$ cat config.mk
export PLATFORM = sky130hd
export DESIGN_NAME = ecm_ctrl
export DESIGN_NICKNAME = d
export VERILOG_FILES = /design/src/rtl/ecm_pkg.sv /design/src/rtl/ecm_ctrl.sv
export SDC_FILE = /design/constraint.sdc
export NUM_CORES = 1
export LEC_CHECK = 0
export BUFFER_PORTS_ARGS = -buffer_cell sky130_fd_sc_hd__buf_4
export CAP_MARGIN = 15
export CELL_PAD_IN_SITES_DETAIL_PLACEMENT = 0
export CELL_PAD_IN_SITES_GLOBAL_PLACEMENT = 1
export CORE_AREA = 2 2 39 41
export DETAILED_ROUTE_END_ITERATION = 10
export DIE_AREA = 0 0 41 43
export PLACE_DENSITY_LB_ADDON = 0.1
export SYNTH_ARGS = -nofsm -noshare
export SYNTH_HDL_FRONTEND = slang
export SYNTH_SLANG_ARGS = --single-unit
export TNS_END_PERCENT = 100
$ cat constraint.sdc
create_clock -name i_clk -period 1.6 [get_ports i_clk]
set_input_delay 0.32 -clock i_clk [delete_from_list [all_inputs] [get_ports i_clk]]
set_output_delay 0.32 -clock i_clk [all_outputs]
set_load 0.02 [all_outputs]
$ cat src/rtl/ecm_pkg.sv
// shared types, constants and coefficient tables of the crossfade mixer
package ecm_pkg;

    localparam int MAX_CHANNELS_DEF = 8;
    localparam int GAIN_BITS_DEF    = 16;
    localparam int RAMP_BITS_DEF    = 24;

    // quarter-turn phase fraction bits, one quotient bit per divider step
    localparam int PHASE_BITS   = 30;
    localparam int HORNER_STEPS = 6;
    localparam int CNT_REG_W    = 4;
    localparam int CNT_W        = CNT_REG_W + 1;

    localparam logic [30:0] HALF_PI_Q30 = 31'd1686629713;
    localparam logic [30:0] Q30_ONE     = 31'h4000_0000;

    typedef enum logic [3:0] {
        OP_NONE,
        OP_TAKE,
        OP_LOAD,
        OP_TH,
        OP_TSQ,
        OP_H1,
        OP_H2,
        OP_H3,
        OP_SIN,
        OP_GAIN,
        OP_MULT,
        OP_SUM,
        OP_OUT
    } t_op;

    typedef struct packed {
        t_op  op;
        logic sel_b;
    } t_cmd;

    typedef struct packed {
        logic div_busy;
        logic h_last;
        logic chan_zero;
        logic out_full;
    } t_status;

    // divisors of the taylor horner steps
    function automatic logic [7:0] horner_div(input logic [2:0] idx);
        logic [7:0] d;
        case (idx)
            3'd0:    d = 8'd156;
            3'd1:    d = 8'd110;
            3'd2:    d = 8'd72;
            3'd3:    d = 8'd42;
            3'd4:    d = 8'd20;
            default: d = 8'd6;
        endcase
        return d;
    endfunction

    // floor(2^32 / divisor), the estimate is low by at most one
    function automatic logic [29:0] horner_recip(input logic [2:0] idx);
        logic [29:0] r;
        case (idx)
            3'd0:    r = 30'd27531841;
            3'd1:    r = 30'd39045157;
            3'd2:    r = 30'd59652323;
            3'd3:    r = 30'd102261126;
            3'd4:    r = 30'd214748364;
            default: r = 30'd715827882;
        endcase
        return r;
    endfunction

endpackage

$ cat src/rtl/ecm_ctrl.sv
// controller: sequences the gain computation per frame and the mix per word
module ecm_ctrl (
    input  logic             i_clk,
    input  logic             i_rst_n,
    input  logic             i_in_valid,
    output logic             o_in_ready,
    input  ecm_pkg::t_status i_status,
    output ecm_pkg::t_cmd    o_cmd
);

    typedef enum logic [3:0] {
        ST_IDLE,
        ST_LOAD,
        ST_DIV,
        ST_TH,
        ST_TSQ,
        ST_H1,
        ST_H2,
        ST_H3,
        ST_SIN,
        ST_GAIN,
        ST_MULT,
        ST_SUM,
        ST_OUT
    } t_state;

    t_state r_state;
    logic   r_sel_b;

    always_comb begin
        o_cmd.sel_b = r_sel_b;
        case (r_state)
            ST_IDLE: o_cmd.op = i_in_valid ? ecm_pkg::OP_TAKE : ecm_pkg::OP_NONE;
            ST_LOAD: o_cmd.op = ecm_pkg::OP_LOAD;
            ST_TH:   o_cmd.op = ecm_pkg::OP_TH;
            ST_TSQ:  o_cmd.op = ecm_pkg::OP_TSQ;
            ST_H1:   o_cmd.op = ecm_pkg::OP_H1;
            ST_H2:   o_cmd.op = ecm_pkg::OP_H2;
            ST_H3:   o_cmd.op = ecm_pkg::OP_H3;
            ST_SIN:  o_cmd.op = ecm_pkg::OP_SIN;
            ST_GAIN: o_cmd.op = ecm_pkg::OP_GAIN;
            ST_MULT: o_cmd.op = ecm_pkg::OP_MULT;
            ST_SUM:  o_cmd.op = ecm_pkg::OP_SUM;
            ST_OUT:  o_cmd.op = i_status.out_full ? ecm_pkg::OP_NONE : ecm_pkg::OP_OUT;
            default: o_cmd.op = ecm_pkg::OP_NONE;
        endcase
    end

    assign o_in_ready = (r_state == ST_IDLE);

    always_ff @(posedge i_clk) begin
        if (!i_rst_n) begin
            r_state <= ST_IDLE;
            r_sel_b <= 1'b0;
        end else begin
            case (r_state)
                ST_IDLE: begin
                    if (i_in_valid) begin
                        r_sel_b <= 1'b0;
                        // gains are refreshed on the first channel of a frame
                        r_state <= i_status.chan_zero ? ST_LOAD : ST_MULT;
                    end
                end
                ST_LOAD: r_state <= ST_DIV;
                ST_DIV: begin
                    if (!i_status.div_busy) begin
                        r_state <= ST_TH;
                    end
                end
                ST_TH:   r_state <= ST_TSQ;
                ST_TSQ:  r_state <= ST_H1;
                ST_H1:   r_state <= ST_H2;
                ST_H2:   r_state <= ST_H3;
                ST_H3:   r_state <= i_status.h_last ? ST_SIN : ST_H1;
                ST_SIN:  r_state <= ST_GAIN;
                ST_GAIN: begin
                    if (r_sel_b) begin
                        r_state <= ST_MULT;
                    end else begin
                        r_sel_b <= 1'b1;
                        r_state <= ST_LOAD;
                    end
                end
                ST_MULT: r_state <= ST_SUM;
                ST_SUM:  r_state <= ST_OUT;
                ST_OUT: begin
                    if (!i_status.out_full) begin
                        r_state <= ST_IDLE;
                    end
                end
                default: r_state <= ST_IDLE;
            endcase
        end
    end

    a_div_only_in_div: assert property (@(posedge i_clk) disable iff (!i_rst_n)
        i_status.div_busy |-> (r_state == ST_DIV))
        else $error("divider running outside its wait state");

    a_load_starts_div: assert property (@(posedge i_clk) disable iff (!i_rst_n)
        (r_state == ST_LOAD) |=> (i_status.div_busy && r_state == ST_DIV))
        else $error("phase division did not start");

    a_b_after_a: assert property (@(posedge i_clk) disable iff (!i_rst_n)
        (r_state == ST_MULT && $past(r_state) == ST_GAIN) |-> r_sel_b)
        else $error("mix started before the fade-in gain");

endmodule

# [Word level (Yosys, flattened, before mapping)]
# Index checks and enable logic that the tools add are counted.
[totals] ff_bits=5 output_inout_bits=6 word_cells=33
[op_classes] eq_ne=15 n_mux=12 reduce_logical=4
[ops] operator="$pmux 4 s13" n=1
[ops] operator="$pmux 4 s12" n=1
[ops] operator="$mux 4" n=7
[ops] operator="$eq 4x4->1 const B" n=5
[ops] operator="$eq 4x3->1 const B" n=4
[ops] operator="$eq 4x2->1 const B" n=2
[ops] operator="$ne 2x2->1 const B" n=3
[ops] operator="$eq 4x1->1 const B" n=1
[ops] operator="$logic_not 4->1" n=1
[ops] operator="$reduce_and 3->1" n=1
[ops] operator="$mux 1" n=2
[ops] operator="$pmux 1 s2" n=1
[ops] operator="$reduce_and 2->1" n=1
[ops] operator="$reduce_bool 2->1" n=1

# [Logic depth before layout (Yosys ltp)]
[depth] ltp_word=3 ltp_mapped=5

# [Least setup slack after synthesis]
# Ideal clock, no wire load.
[synth_path] path_kind="reg2out" from="register r_state[1]" to="output o_cmd[1] (netlist bit)" arrival_ns=1.252 required_time_ns=1.280 path_slack_ns=0.028 stages_incl_launch_ff=5 path_cell_list="dfxtp_1 > buf_6 > buf_2 > nor2_1 > o32ai_1"
[synth_rtl] element="start: declaration" line_no="ecm_ctrl.sv:27" source="t_state r_state;"
[synth_rtl] element="start signal: assignment" line_no="ecm_ctrl.sv:61" source="r_state <= i_status.chan_zero ? ST_LOAD : ST_MULT;"
[synth_rtl] element="start signal: assignment" line_no="ecm_ctrl.sv:74" source="ST_H3: r_state <= i_status.h_last ? ST_SIN : ST_H1;"
[synth_rtl] element="end: declaration" line_no="ecm_ctrl.sv:8" source="output ecm_pkg::t_cmd o_cmd"

==> out/qor.csv <==
stage,metric,value,unit
run_status,outcome,completed,
power,PD cells,1950,nW/um^2
logic_synthesis,Yosys Warn Count,0,
logic_synthesis,post-synthesis cell type count,28,
sta,period utilization,0.969,
sta,worst relative slew slack,0.826,
sta,Fin Setup TNS,0,ns
placed_design,Place WS,0.170,ns
sta,count of pins over their slew limit,0,
floorplanning,# rows,14,
logic_synthesis,Yosys reg bits,5,
global_routing,total grt overflow,0,
placed_design,IO buf count,12,
sta,Slew @ Worst Pin,0.262,ns
placed_design,placed cell count,94,
logic_synthesis,largest family of logic cells by synthesized area,compound AO/OA/AOI/OAI gates,
clocking,"Clk pin slew, worst setup/hold paths",0.05,ns
detailed_routing,initial DRC count,14,
critical_path,kind of end point of the critical path,output port,
global_routing,vias in the first global route,446,
placed_design,Routability Congestion,0.760,
detailed_routing,drc violations,0,
flow_run,MaxCap Viol Count,0,
clocking,Worst-Skew Late Latency,0.24,ns
clocking,Clock Root Buffer,clkbuf_4,
power,worst vdd ir,0.864,mV
floorplanning,core region area,1380,um^2
floorplanning,DIE AREA,1760,um^2
logic_synthesis,Synth Area in Compound Gates,0.343,
logic_synthesis,Post-Syn Area,442,um^2
critical_path,"Max FO, Critical Path",7,
detailed_routing,drt via density,5.35,
detailed_routing,WL/cell,11.8,um
logic_synthesis,post-synthesis instance total,64,
global_routing,first-pass GRT wire length,1790,um
power,Leakage,0.282,nW
final_layout,ANT cells,0,
logic_synthesis,post-synthesis simple-gate area fraction,0.295,
sta,unrepaired setup endpoints after global routing,true,
clocking,hold_buf cts,0,
logic_synthesis,xor/xnor share of the synthesized area,0,
sta,PnR worst setup slack,0.0491,ns
logic_synthesis,"Seq/Total Area, Yosys",0.227,
final_layout,Layout area overhead,45.3,%
clocking,CTS Sinks,5,
global_routing,pin count of the biggest net entering global routing,14,
final_layout,non-filler cells in the finished layout,100,
floorplanning,# IOs,13,
final_layout,fin nets,92,
detailed_routing,detailed-route via count,535,
floorplanning,chip width,41,um
power,total power,1.25,mW
clocking,Clock Tree Buf Depth,2,
sta,fin crit period,1.55,ns
logic_synthesis,syn_nets,71,
floorplanning,DIE HEIGHT,43,um
logic_synthesis,mux share of post-synthesis cell area,0.0227,
logic_synthesis,Synth Area in Adders,0,
sta,Fmax achieved,645,MHz
sta,setup violators final,0,
critical_path,Startpoint Class,register,
clocking,CTS tree,built,
floorplanning,Initial Utilization,0.319,
detailed_routing,Final ANT Viol Nets,0,
worst_hold_path,Worst Hold Class,input pin to register,
detailed_routing,drt pass-1 iters,4,
clocking,H-Tree Level Count,1,
clocking,CTS Buf Count,3,
placed_design,Detail Placement HPWL,873,um
global_routing,Total Routing Usage GR,0.149,
sta,Fin. Hold Viols,0,
detailed_routing,drt total wl,1180,um
critical_path,Crit Path Class,register to output port,
logic_synthesis,syn avg cell area,6.90,um^2
critical_path,Worst Path Required,1.28,ns
global_routing,initial antenna violation count,0,
final_layout,share of layout cells above drive strength 1,0.381,
critical_path,Critical Path AT,1.23,ns
sta,Worst Skew,0.00585,ns
## cells in the mapped netlist, drive strengths merged
master,n,area [um^2]
o41ai,1,16.3
dfxtp,5,100
or2b,1,7.51
and3,2,12.5
o21ai,11,55.1
nor3,1,5.00
a31oi,1,6.26
buf,6,38.8
inv,3,11.3
nand3,1,5.00
nor4,2,12.5
nand2,7,26.3
or4,1,7.51
o31a,1,8.76
and2b,1,7.51
o211ai,1,7.51
o22ai,1,6.26
nor2,4,15.0
a21boi,2,15.0
nand4,1,6.26
o32ai,1,8.76
a21o,1,7.51
mux2i,1,10.0
a21oi,4,20.0
nor2b,4,25.0
## final timing paths
kind / end / slack, ns / cells after the start / startpoint
min: r_state[0] / 0.34 / 3 / i_rst_n
max reg2reg: r_state[0] / 0.32 / 5 / r_state[1]
max: o_cmd[1] / 0.05 / 4 / r_state[2]
min reg2reg: r_sel_b / 0.53 / 2 / r_sel_b
## per-stage QoR
stage                      util  cell area, um^2  hold WS, ns
final                     0.464              642        0.342
after global routing      0.464              642        0.343
after CTS                 0.439              607        0.328
after detailed placement  0.414              573        0.514
after global placement    0.414              573        0.522
after floorplan               -              442        0.436
## metal layers
layer / vias up / routed length (um) / GRT usage
met5: - / 0 / 0
met4: 0 / 0 / 0.0200
met3: 0 / 67 / 0.0785
met2: 17 / 536 / 0.200
met1: 246 / 581 / 0.213
li1: 272 / - / -
## power breakdown
group,switching (mW),internal (mW)
clock network,0.0525,0.0944
registers,0.131,0.185
logic,0.379,0.411
## flip-flops by register name, indices dropped and copies added, names as in the netlist
| signal | flops |
|---|---|
| r_sel_b | 1 |
| r_state | 4 |
## kinds of logic after synthesis
logic type,count (synthesis)
flip-flops,5
multiplexers,1
AO/OA/AOI/OAI,24
AND/OR/NAND/NOR,25
buffers and inverters,9
## area by class of cell
cell class / instances / area (um^2)
fillers: 143 / 742
multi-input cells: 50 / 309
repair buffers: 22 / 165
flip-flops and latches: 5 / 110
clock buffers: 4 / 26.3
well taps: 16 / 20.0
inverters: 3 / 11.3
## placed cells by master (no fill, tap or decap), types with 2 or more instances in the layout
master | netlist | layout
inv_1 | 3 | 3
and3_1 | 2 | 2
nand2_1 | 7 | 7
o21ai_1 | 3 | 3
nor2b_1 | 4 | 4
nor2_1 | 4 | 3
buf_4 | 1 | 22
a21oi_1 | 4 | 4
clkbuf_4 | 0 | 3
dfxtp_4 | 0 | 2
o21ai_0 | 8 | 8
dfxtp_2 | 0 | 2
a21boi_1 | 0 | 2
## worst max-delay path, cell delays in order (launching register included)
cell and delay [ns]:
dfxtp_4 0.36, nor4_4 0.26, a21oi_1 0.06, o32ai_1 0.12, buf_4 0.19
## what timing repair did
action,CTS,global route
buffers inserted,0,2
gates resized for setup,5,6
pin swaps,0,2
setup endpoints to repair,4,3
Note: power is estimated with default switching activity, not from simulation.
